`src/hdl/damage_rect_tracker_defines.svh`:
```
// assertion macros for the damage rectangle tracker
// no dependencies; included by files that carry concurrent checks
`ifndef DAMAGE_RECT_TRACKER_DEFINES_SVH
`define DAMAGE_RECT_TRACKER_DEFINES_SVH

`ifndef SYNTHESIS

// same-cycle implication
`define DRT_ASSERT_IMPLY(lbl, clk, rst, ante, cons) \
   lbl: assert property (@(posedge clk) disable iff (rst) (ante) |-> (cons)) \
      else $error("damage_rect_tracker: same-cycle check failed");

// next-cycle implication
`define DRT_ASSERT_NEXT(lbl, clk, rst, ante, cons) \
   lbl: assert property (@(posedge clk) disable iff (rst) (ante) |=> (cons)) \
      else $error("damage_rect_tracker: next-cycle check failed");

`else

`define DRT_ASSERT_IMPLY(lbl, clk, rst, ante, cons)
`define DRT_ASSERT_NEXT(lbl, clk, rst, ante, cons)

`endif

`endif

```
`src/hdl/drt_pkg.sv`:
```
// shared types and constants for the damage rectangle tracker
// no dependencies; used by the channel interfaces and the top level
package drt_pkg;

   // item kinds
   localparam logic [2:0] KIND_DAMAGE      = 3'd0;
   localparam logic [2:0] KIND_MARK_FULL   = 3'd1;
   localparam logic [2:0] KIND_SCENE_BEGIN = 3'd2;
   localparam logic [2:0] KIND_PRESENT     = 3'd3;
   localparam logic [2:0] KIND_STATUS      = 3'd4;

   // present modes
   localparam logic [1:0] MODE_NONE = 2'd0;
   localparam logic [1:0] MODE_RECT = 2'd1;
   localparam logic [1:0] MODE_FULL = 2'd2;

   // csr register indexes
   localparam int unsigned CSR_INDEX_W = 2;
   localparam logic [CSR_INDEX_W-1:0] CSR_FRAME_WIDTH  = 2'd0;
   localparam logic [CSR_INDEX_W-1:0] CSR_FRAME_HEIGHT = 2'd1;

   localparam logic [15:0] FRAME_WIDTH_RESET  = 16'd640;
   localparam logic [15:0] FRAME_HEIGHT_RESET = 16'd480;

   // border grown around every damage rectangle
   localparam logic [31:0] DAMAGE_PAD = 32'd2;

   typedef struct packed {
      logic [2:0]  kind;
      logic [31:0] rect_left;
      logic [31:0] rect_top;
      logic [31:0] rect_width;
      logic [31:0] rect_height;
   } req_type;

   typedef struct packed {
      logic [1:0]  present_mode;
      logic [15:0] out_left;
      logic [15:0] out_top;
      logic [15:0] out_width;
      logic [15:0] out_height;
      logic        full_pending;
      logic        damage_pending;
   } rsp_type;

   // one axis of a padded and clipped rectangle
   typedef struct packed {
      logic [15:0] start;
      logic [15:0] len;
   } span_type;

endpackage

```
`src/hdl/drt_req_if.sv`:
```
// request channel of the damage rectangle tracker: valid, ready, item
// depends on drt_pkg
interface drt_req_if;
   import drt_pkg::*;

   logic    valid;
   logic    ready;
   req_type payload;

   modport source (output valid, output payload, input ready);
   modport sink   (input valid, input payload, output ready);
endinterface

```
`src/hdl/drt_rsp_if.sv`:
```
// response channel of the damage rectangle tracker: valid, ready, result
// depends on drt_pkg
interface drt_rsp_if;
   import drt_pkg::*;

   logic    valid;
   logic    ready;
   rsp_type payload;

   modport source (output valid, output payload, input ready);
   modport sink   (input valid, input payload, output ready);
endinterface

```
`src/hdl/damage_rect_tracker.sv`:
```
// damage rectangle tracker: two-stage pipeline, one result per request
// depends on drt_pkg, drt_req_if, drt_rsp_if and damage_rect_tracker_defines.svh
//
// usage
//   req_if carries one item per transfer: a damage rectangle, mark full,
//   scene begin, present or status query. every item gives exactly one
//   transfer on rsp_if, in order, carrying the present mode, the box for a
//   rect present and the pending flags after the item.
//   csr_we/csr_index/csr_wdata write frame width (index 0) and frame height
//   (index 1); other indexes are dropped. write only while the block is idle.
// timing
//   a request is registered in stage 1, then in the result register. one item
//   per cycle sustained while rsp ready is high: stage 1 pads and clips the
//   rectangle, stage 2 merges it into the box register.
// reset
//   synchronous reset empties both stages, clears the box and the full flag
//   and loads frame size 640 x 480.
// stall
//   when the receiver holds rsp ready low both stages freeze; one more item
//   still enters stage 1 if it is empty, then req ready drops.
`include "damage_rect_tracker_defines.svh"

module damage_rect_tracker (
   input  logic                                 clock,
   input  logic                                 reset,
   drt_req_if.sink                              req_if,
   drt_rsp_if.source                            rsp_if,
   input  logic                                 csr_we,
   input  logic [drt_pkg::CSR_INDEX_W-1:0]      csr_index,
   input  logic [15:0]                          csr_wdata
);
   import drt_pkg::*;

   // pad by DAMAGE_PAD on each side (pulled to zero at the origin edge),
   // saturate at 32 bits, then clip to [0, lim)
   function automatic span_type pad_clip(logic [31:0] org, logic [31:0] len,
                                         logic [15:0] lim);
      logic [31:0] base;
      logic [32:0] sum;
      logic [31:0] grown;
      logic [31:0] room;
      span_type    s;
      if (org >= DAMAGE_PAD) begin
         base = org - DAMAGE_PAD;
         sum  = {1'b0, len} + {DAMAGE_PAD, 1'b0};
      end else begin
         base = '0;
         sum  = {1'b0, len} + {1'b0, org} + {1'b0, DAMAGE_PAD};
      end
      grown = sum[32] ? '1 : sum[31:0];
      if (base >= {16'd0, lim}) begin
         room = '0;
      end else begin
         room = {16'd0, lim} - base;
      end
      s.start = base[15:0];
      s.len   = (grown > room) ? room[15:0] : grown[15:0];
      return s;
   endfunction

   // configuration registers
   logic [15:0] frame_width_ff, frame_height_ff;

   // stage 1: padded and clipped rectangle
   logic        s1_valid_ff;
   logic [2:0]  s1_kind_ff;
   logic        s1_hit_ff;       // damage survives empty and clip checks
   logic [15:0] s1_left_ff, s1_top_ff, s1_width_ff, s1_height_ff;

   // tracked state
   logic        box_valid_ff, box_valid_in;
   logic        full_ff, full_in;
   logic [15:0] box_left_ff, box_left_in;
   logic [15:0] box_top_ff, box_top_in;
   logic [16:0] box_width_ff, box_width_in;
   logic [16:0] box_height_ff, box_height_in;

   // result register
   logic        rsp_valid_ff;
   rsp_type     rsp_ff, rsp_in;

   logic        advance;
   span_type    span_x, span_y;
   logic        hit;

   // whole pipeline moves when the result register is free or being taken
   assign advance      = !rsp_valid_ff || rsp_if.ready;
   assign req_if.ready = !s1_valid_ff || advance;

   assign rsp_if.valid   = rsp_valid_ff;
   assign rsp_if.payload = rsp_ff;

   // configuration writes
   always_ff @(posedge clock) begin
      if (reset) begin
         frame_width_ff  <= FRAME_WIDTH_RESET;
         frame_height_ff <= FRAME_HEIGHT_RESET;
      end else if (csr_we) begin
         case (csr_index)
            CSR_FRAME_WIDTH:  frame_width_ff  <= csr_wdata;
            CSR_FRAME_HEIGHT: frame_height_ff <= csr_wdata;
            default: ;
         endcase
      end
   end

   // stage 1 logic
   always_comb begin
      span_x = pad_clip(req_if.payload.rect_left, req_if.payload.rect_width,
                        frame_width_ff);
      span_y = pad_clip(req_if.payload.rect_top, req_if.payload.rect_height,
                        frame_height_ff);
      // empty input rect, zero frame, or clipped away
      hit = (req_if.payload.rect_width != '0) && (req_if.payload.rect_height != '0)
            && (span_x.len != '0) && (span_y.len != '0);
   end

   always_ff @(posedge clock) begin
      if (reset) begin
         s1_valid_ff <= 1'b0;
      end else if (req_if.ready) begin
         s1_valid_ff <= req_if.valid;
      end
   end

   always_ff @(posedge clock) begin
      if (req_if.ready && req_if.valid) begin
         s1_kind_ff   <= req_if.payload.kind;
         s1_hit_ff    <= hit;
         s1_left_ff   <= span_x.start;
         s1_width_ff  <= span_x.len;
         s1_top_ff    <= span_y.start;
         s1_height_ff <= span_y.len;
      end
   end

   // stage 2: merge, flag updates and result
   logic [16:0] new_right, new_bottom;
   logic [17:0] box_right, box_bottom;
   logic [17:0] max_right, max_bottom;
   logic [15:0] min_left, min_top;

   always_comb begin
      // edge sums are 17 and 18 bits wide, so they never overflow
      new_right  = {1'b0, s1_left_ff} + {1'b0, s1_width_ff};
      new_bottom = {1'b0, s1_top_ff} + {1'b0, s1_height_ff};
      box_right  = {2'b0, box_left_ff} + {1'b0, box_width_ff};
      box_bottom = {2'b0, box_top_ff} + {1'b0, box_height_ff};
      min_left   = (s1_left_ff < box_left_ff) ? s1_left_ff : box_left_ff;
      min_top    = (s1_top_ff < box_top_ff) ? s1_top_ff : box_top_ff;
      max_right  = ({1'b0, new_right} > box_right) ? {1'b0, new_right} : box_right;
      max_bottom = ({1'b0, new_bottom} > box_bottom) ? {1'b0, new_bottom} : box_bottom;

      box_valid_in  = box_valid_ff;
      full_in       = full_ff;
      box_left_in   = box_left_ff;
      box_top_in    = box_top_ff;
      box_width_in  = box_width_ff;
      box_height_in = box_height_ff;

      rsp_in.present_mode = MODE_NONE;
      rsp_in.out_left     = '0;
      rsp_in.out_top      = '0;
      rsp_in.out_width    = '0;
      rsp_in.out_height   = '0;

      case (s1_kind_ff)
         KIND_DAMAGE: begin
            if (s1_hit_ff) begin
               box_valid_in = 1'b1;
               if (!box_valid_ff) begin
                  box_left_in   = s1_left_ff;
                  box_top_in    = s1_top_ff;
                  box_width_in  = {1'b0, s1_width_ff};
                  box_height_in = {1'b0, s1_height_ff};
               end else begin
                  // union, span kept to 17 bits
                  box_left_in   = min_left;
                  box_top_in    = min_top;
                  box_width_in  = 17'(max_right - {2'b0, min_left});
                  box_height_in = 17'(max_bottom - {2'b0, min_top});
               end
            end
         end
         KIND_MARK_FULL: begin
            full_in = 1'b1;
         end
         KIND_SCENE_BEGIN: begin
            full_in      = 1'b1;
            box_valid_in = 1'b0;
         end
         KIND_PRESENT: begin
            if (full_ff) begin
               rsp_in.present_mode = MODE_FULL;
            end else if (box_valid_ff) begin
               rsp_in.present_mode = MODE_RECT;
               rsp_in.out_left     = box_left_ff;
               rsp_in.out_top      = box_top_ff;
               rsp_in.out_width    = box_width_ff[15:0];
               rsp_in.out_height   = box_height_ff[15:0];
            end
            full_in      = 1'b0;
            box_valid_in = 1'b0;
         end
         default: ;  // status query and unused kinds change nothing
      endcase

      rsp_in.full_pending   = full_in;
      rsp_in.damage_pending = full_in || box_valid_in;
   end

   always_ff @(posedge clock) begin
      if (reset) begin
         box_valid_ff <= 1'b0;
         full_ff      <= 1'b0;
         rsp_valid_ff <= 1'b0;
      end else if (advance) begin
         rsp_valid_ff <= s1_valid_ff;
         if (s1_valid_ff) begin
            box_valid_ff <= box_valid_in;
            full_ff      <= full_in;
         end
      end
   end

   always_ff @(posedge clock) begin
      if (advance && s1_valid_ff) begin
         box_left_ff   <= box_left_in;
         box_top_ff    <= box_top_in;
         box_width_ff  <= box_width_in;
         box_height_ff <= box_height_in;
         rsp_ff        <= rsp_in;
      end
   end

   // checks

   // any present that reports something leaves nothing pending
   `DRT_ASSERT_IMPLY(a_present_clears, clock, reset,
      rsp_valid_ff && (rsp_ff.present_mode != MODE_NONE),
      !rsp_ff.full_pending && !rsp_ff.damage_pending)

   // scene begin drops the box and raises the full flag
   `DRT_ASSERT_NEXT(a_scene_begin, clock, reset,
      advance && s1_valid_ff && (s1_kind_ff == KIND_SCENE_BEGIN),
      full_ff && !box_valid_ff)

   // first damage into an empty box takes the clipped rectangle as is
   `DRT_ASSERT_NEXT(a_first_damage, clock, reset,
      advance && s1_valid_ff && (s1_kind_ff == KIND_DAMAGE) && s1_hit_ff && !box_valid_ff,
      box_valid_ff && (box_left_ff == $past(s1_left_ff)) && (box_top_ff == $past(s1_top_ff)))

endmodule

```
`src/flat_wrapper.sv`:
```
// flat-port wrapper written by rule: the top's interface ports become plain ports
module damage_rect_tracker_flat import drt_pkg::*;
  (clock, reset, csr_we, csr_index, csr_wdata, req_if_valid, req_if_payload, req_if_ready, rsp_if_valid, rsp_if_payload, rsp_if_ready);
  drt_req_if req_if_i ();
  drt_rsp_if rsp_if_i ();
  input  logic clock;
  input  logic reset;
  input  logic csr_we;
  input  logic [drt_pkg::CSR_INDEX_W-1:0] csr_index;
  input  logic [15:0] csr_wdata;
  input wire logic [$bits(req_if_i.valid)-1:0] req_if_valid;
  input wire logic [$bits(req_if_i.payload)-1:0] req_if_payload;
  output wire logic [$bits(req_if_i.ready)-1:0] req_if_ready;
  output wire logic [$bits(rsp_if_i.valid)-1:0] rsp_if_valid;
  output wire logic [$bits(rsp_if_i.payload)-1:0] rsp_if_payload;
  input wire logic [$bits(rsp_if_i.ready)-1:0] rsp_if_ready;
  assign req_if_i.valid = req_if_valid;
  assign req_if_i.payload = req_if_payload;
  assign req_if_ready = req_if_i.ready;
  assign rsp_if_valid = rsp_if_i.valid;
  assign rsp_if_payload = rsp_if_i.payload;
  assign rsp_if_i.ready = rsp_if_ready;
  damage_rect_tracker u_core (.clock(clock), .reset(reset), .req_if(req_if_i), .rsp_if(rsp_if_i), .csr_we(csr_we), .csr_index(csr_index), .csr_wdata(csr_wdata));
endmodule
```
`config.mk`:
```
export PLATFORM = sky130hd
export DESIGN_NAME = damage_rect_tracker_flat
export DESIGN_NICKNAME = d
export VERILOG_FILES = /design/src/hdl/drt_pkg.sv /design/src/hdl/drt_req_if.sv /design/src/hdl/drt_rsp_if.sv /design/src/hdl/damage_rect_tracker.sv /design/src/flat_wrapper.sv
export VERILOG_INCLUDE_DIRS = /design/src /design/src/hdl
export SDC_FILE = /design/constraint.sdc
export NUM_CORES = 1
export LEC_CHECK = 0
export ABC_AREA = 1
export ABC_CLOCK_PERIOD_IN_PS = 10400
export BUFFER_PORTS_ARGS = -buffer_cell sky130_fd_sc_hd__buf_4
export CAP_MARGIN = 10
export CORE_MARGIN = 2
export CORE_UTILIZATION = 65
export CTS_BUF_LIST = sky130_fd_sc_hd__clkbuf_4
export DETAILED_ROUTE_END_ITERATION = 10
export PLACE_DENSITY = 0.86
export SLEW_MARGIN = 0
export SYNTH_ARGS = -nofsm -noshare
export SYNTH_HDL_FRONTEND = slang
export SYNTH_SLANG_ARGS = --single-unit
```
`constraint.sdc`:
```
create_clock -name clock -period 10.4 [get_ports clock]
set_input_delay 2.08 -clock clock [delete_from_list [all_inputs] [get_ports clock]]
set_output_delay 2.08 -clock clock [all_outputs]
set_load 0.02 [all_outputs]
```
# Word-level counts from Yosys, hierarchy flattened
# Index checks and enable logic that the tools add are counted.
# totals
register_bits,238
latch_bits,0
ramBits,0
romBits,0
in_bits,154
out_inout_bits,70
memories,0
# classes
addsub,16
multipliers,0
div,0
order_cmp,10
n_eq_ne,4
shift,0
n_mux,23
n_bitwise,2
n_reduce_logical,24
# op_table
op,n
$mux W32,6
$mux W16,8
$add A32 B3 Y33 const B,2
$add A32 B32 Y33,2
$add A33 B2 Y33 const B,2
$mux W33,2
$mux W65,1
$ge A32 B16 Y1,2
$ge A32 B2 Y1 const B,2
$gt A32 B32 Y1,2
$reduce_bool A32 Y1,2
$sub A16 B32 Y32,2
$sub A32 B2 Y32 const B,2
$add A16 B17 Y18,2
$gt A17 B18 Y1,2
$add A16 B16 Y17,2
$mux W17,2
$sub A17 B16 Y17,2
$lt A16 B16 Y1,2
$reduce_bool A16 Y1,2
$eq A3 B2 Y1 const B,2
$reduce_and A2 Y1,3
$reduce_or A2 Y1,3
$logic_and A1 B1 Y1,5
12 further kinds,17

# Logic depth before layout (Yosys ltp)
# depth
depth_word,9
mapped_depth,48

# Worst setup path before layout
# Ideal clock, no wire load.
# synth_timing
path_kind,input to register
from,in rsp_if_ready
to,"reg u_core.box_height_ff[0], enable pin"
arrival_ns,7.075
t_required_ns,9.815
setup_slack_ns,2.741
cell_stages,4
n_path_buf,0
path_cell_list,inv_1 > nand2_1 > nand2_1 > nor3b_1
# synth_between
elab_chain_len,3
# synth_rtl
item,line_no,source
start: declaration,flat_wrapper.sv:16,input wire logic [$bits(rsp_if_i.ready)-1:0] rsp_if_ready;
$logic_or A1 B1 Y1,damage_rect_tracker.sv:87,assign advance = !rsp_valid_ff || rsp_if.ready;
$logic_and A1 B1 Y1,damage_rect_tracker.sv:227,if (advance && s1_valid_ff) begin
$reduce_and A3 Y1 (no line),n/a,
end signal: assignment,damage_rect_tracker.sv:231,box_height_ff <= box_height_in;
end: declaration,damage_rect_tracker.sv:76,"logic [16:0] box_height_ff, box_height_in;"
# No other way between the ends.
# A chain may end at the register's enable or synchronous reset.

==> reports/qor.csv <==
stage,metric,value,unit
outcome,status,completed,
critical_path,slowest CP cell,a21boi_2,
global_route,gr usage total,37.97,%
global_route,global-route wire length before repair,133.5,mm
power,power per cell area,109.2,nW/um2
power,leakage,14.70,nW
critical_path,Worst R2R Setup Slack,3.13,ns
clock_network,TritonCTS clock tree,done,
critical_path,r2r startpoint,u_core.s1_top_ff[2],
timing,fin crit period,8.184,ns
route,drt pass-1 iters,8,
yosys,"Seq/Total Area, Yosys",24.87,%
final_layout,filler cell count,3498,
power,"Power, Total",3.294,mW
global_route,number of global-route vias before repair,26077,
critical_path,worst path required time,10.88,ns
final_layout,share of cells above drive strength 1,10.10,%
clock_network,clk buf depth,3,
critical_path,CP Launch Point,req_if_payload[104],
critical_path,Setup CP Type,input port to flop,
critical_path,Most Frequent Cell on Critical Path,nand2_1,
clock_network,Skew-Pair Late Insertion Delay,0.73,ns
die,Die W,208.9,um
yosys,ys async rst share,0,%
yosys,number of synthesized register bits,238,
global_route,largest net degree at the start of global routing,117,
global_route,global route overflow,0,
route,remaining antenna violation count,0,
run,max_cap viols,0,
final_layout,"commonest non-fill, non-tap cell in the layout",nand2_1,
critical_path,CP arrival,8.67,ns
clock_network,"Reg clk slew, reported paths",0.08,ns
final_layout,final net count,4697,
yosys,Synth warnings,0,
hold_path,hold_sp,u_core.frame_height_ff[0],
critical_path,RR Endpoint,u_core.box_height_ff[16],
yosys,Post-Synthesis Cells,3916,
timing,crit share post-route,78.69,%
clock_network,CTS-repair resized insts,0,
die,Initial Util,65.49,%
hold_path,Hold Crit Class,flop to flop,
clock_network,H-tree Lvls,2,
timing,fmax,0.1222,GHz
route,final wirelength,84.89,mm
final_layout,Area Growth Syn to Fin,10.60,%
timing,Final Skew,0.07079,ns
route,wire per inst,17.95,um
clock_network,Post-CTS Setup Inserts,0,
critical_path,CP startpoint kind,input port,
clock_network,clk sinks,238,
clock_network,TritonCTS Buffers,55,
yosys,count of cell types in the netlist,59,
critical_path,Critical Path Sink,u_core.s1_hit_ff,
final_layout,most frequent cells in the layout,"954 x nand2_1, 431 x nor2_1, 426 x inv_1, 388 x ha_1, 299 x o21ai_0",
yosys,Post-synth EDFFs,202,
die,FP Rows,75,
die,Die Height,208.9,um
critical_path,Critical Path End Type,flop,
yosys,mapped cell area,27290,um2
timing,total negative slack,0,ns
route,via/cell ratio,5.979,
critical_path,critical-path maximum fanout,34,
timing,Final Max Slew Viols,0,
global_route,initial antenna violation count,3,
critical_path,R2R cell count,39,
place,port bufs,223,
die,I/O pin count,224,
power,worst vdd ir,0.00008071,V
yosys,synth top area cells,"edfxtp_1 22%, ha_1 18%, nand2_1 13%",
yosys,Syn Area/Cell,6.968,um2
die,core footprint,41670,um2
timing,Worst-Margin Slew,1.169,ns
die,Die ar.,43630,um2
clock_network,clock root buffer,clkbuf_4,
place,RD Place Congestion,1.048,
route,Iter 0 DRT Violations,3258,
clock_network,hold bufs inserted after CTS,0,
timing,"Setup violations, final",0,
timing,unrepaired setup endpoints after global routing,false,
yosys,top_reg_cell synth,edfxtp_1,
yosys,share of the synthesized area in the top cell type,22.23,%
place,HPWL Detailed,68.94,mm
critical_path,crit-path max cell delay,0.57,ns
timing,Fin. Hold Viols,0,
route,# DRC,0,
route,routed vias,28280,
timing,Max-slew headroom,21.97,%
yosys,post-synth top area cell,edfxtp_1,
==> power breakdown <==
group | switching, mW | internal, mW
Clock | 0.393 | 0.420
Sequential | 0.0363 | 1.09
Combinational | 0.859 | 0.497
Total | 1.29 | 2.01
==> synthesized netlist by cell type, drive strengths merged (2+ instances only) <==
cell    number
o31ai        5
nand3      232
ha         388
nand4       94
edfxtp     202
nand2      967
nand3b       5
nor4        26
clkinv       4
xnor2       64
inv        440
o311ai       3
nor2       457
o211ai      18
and2         2
a211oi      10
nor3        52
o21ai      308
a31oi       22
o221ai       3
fa          10
o21bai      16
a21boi      12
o21a        10
dfxtp       36
clkbuf      47
buf         31
or2         26
a21o        20
nor3b        3
a21oi      293
xor2       101
==> cell type report <==
class / count / area [um2] / share of cell area [%]
inverter: 444 / 1668 / 5.527
multi-input combinational: 3171 / 18520 / 61.36
antenna: 3 / 7.507 / 0.02488
timing repair buffer: 235 / 1764 / 5.846
clock buffer: 77 / 578.1 / 1.916
clock inverter: 23 / 181.4 / 0.6012
tap: 539 / 674.4 / 2.235
sequential: 238 / 6787 / 22.49
==> per-stage QoR <==
step           hold WS (ns)  setup WS [ns]  utilization [%]  area, um2  std cells
2_1_floorplan        0.4326          2.741                -      27340       3931
3_3_place_gp         0.4590          1.757            70.59      29410       4627
3_5_place_dp         0.4614          1.660            70.59      29410       4627
4_1_cts              0.4730          2.414            72.41      30170       4727
5_1_grt              0.5292          1.542            72.42      30170       4728
6_report             0.4733          2.216            72.43      30180       4730
==> worst max-delay path, delay by kind of cell <==
family | cells | cell delay [ns]
adder cells (fa/ha/maj) | 3 | 0.76
buffers and inverters | 6 | 1.54
AND/OR/NAND/NOR | 28 | 3.50
AO/OA/AOI/OAI | 2 | 0.75
==> sequential cells by signal (all words and copies together) (netlist names) <==
| signal | count |
|---|---|
| u_core.box_height_ff | 17 |
| u_core.box_valid_ff | 1 |
| u_core.rsp_if.valid | 1 |
| u_core.s1_height_ff | 16 |
| u_core.s1_left_ff | 16 |
| u_core.s1_top_ff | 16 |
| u_core.box_width_ff | 17 |
| u_core.s1_kind_ff | 3 |
| u_core.frame_height_ff | 16 |
| u_core.s1_hit_ff | 1 |
| u_core.box_top_ff | 16 |
| u_core.rsp_if.payload | 68 |
| u_core.s1_width_ff | 16 |
| u_core.frame_width_ff | 16 |
| u_core.box_left_ff | 16 |
| u_core.s1_valid_ff | 1 |
| u_core.full_ff | 1 |
==> routing by layer <==
metal | global-route usage, % | vias to the layer above | routed length, um
met5 | 0 | - | 9
met4 | 10.39 | 2 | 2194
met3 | 6.763 | 181 | 10200
met2 | 58.54 | 1570 | 36270
met1 | 54.78 | 12765 | 36210
li1 | - | 13762 | -
==> worst min path at each step <==
stage	end	slack [ns]	depth (start not counted)
after floorplan	u_core.frame_height_ff[0]	0.43	2
after global placement	u_core.frame_height_ff[0]	0.46	2
after detailed placement	u_core.frame_height_ff[0]	0.46	2
after CTS	u_core.frame_height_ff[0]	0.47	2
after global routing	u_core.frame_height_ff[5]	0.53	2
final	u_core.frame_height_ff[0]	0.47	2
==> kinds of logic after synthesis <==
group                      count (synthesis)  share of synthesized area, %
and+or+nand+nor                         1865                         29.30
xor gates and xnor gates                 165                         5.296
AOI/OAI and AO/OA                        726                         14.44
muxes                                      1                       0.03669
buffers and inverters                    522                         7.511
adders and majority gates                398                         18.53
other                                      1                       0.01374
DFF                                      238                         24.87
No activity file was read; power rests on OpenSTA's default activity.
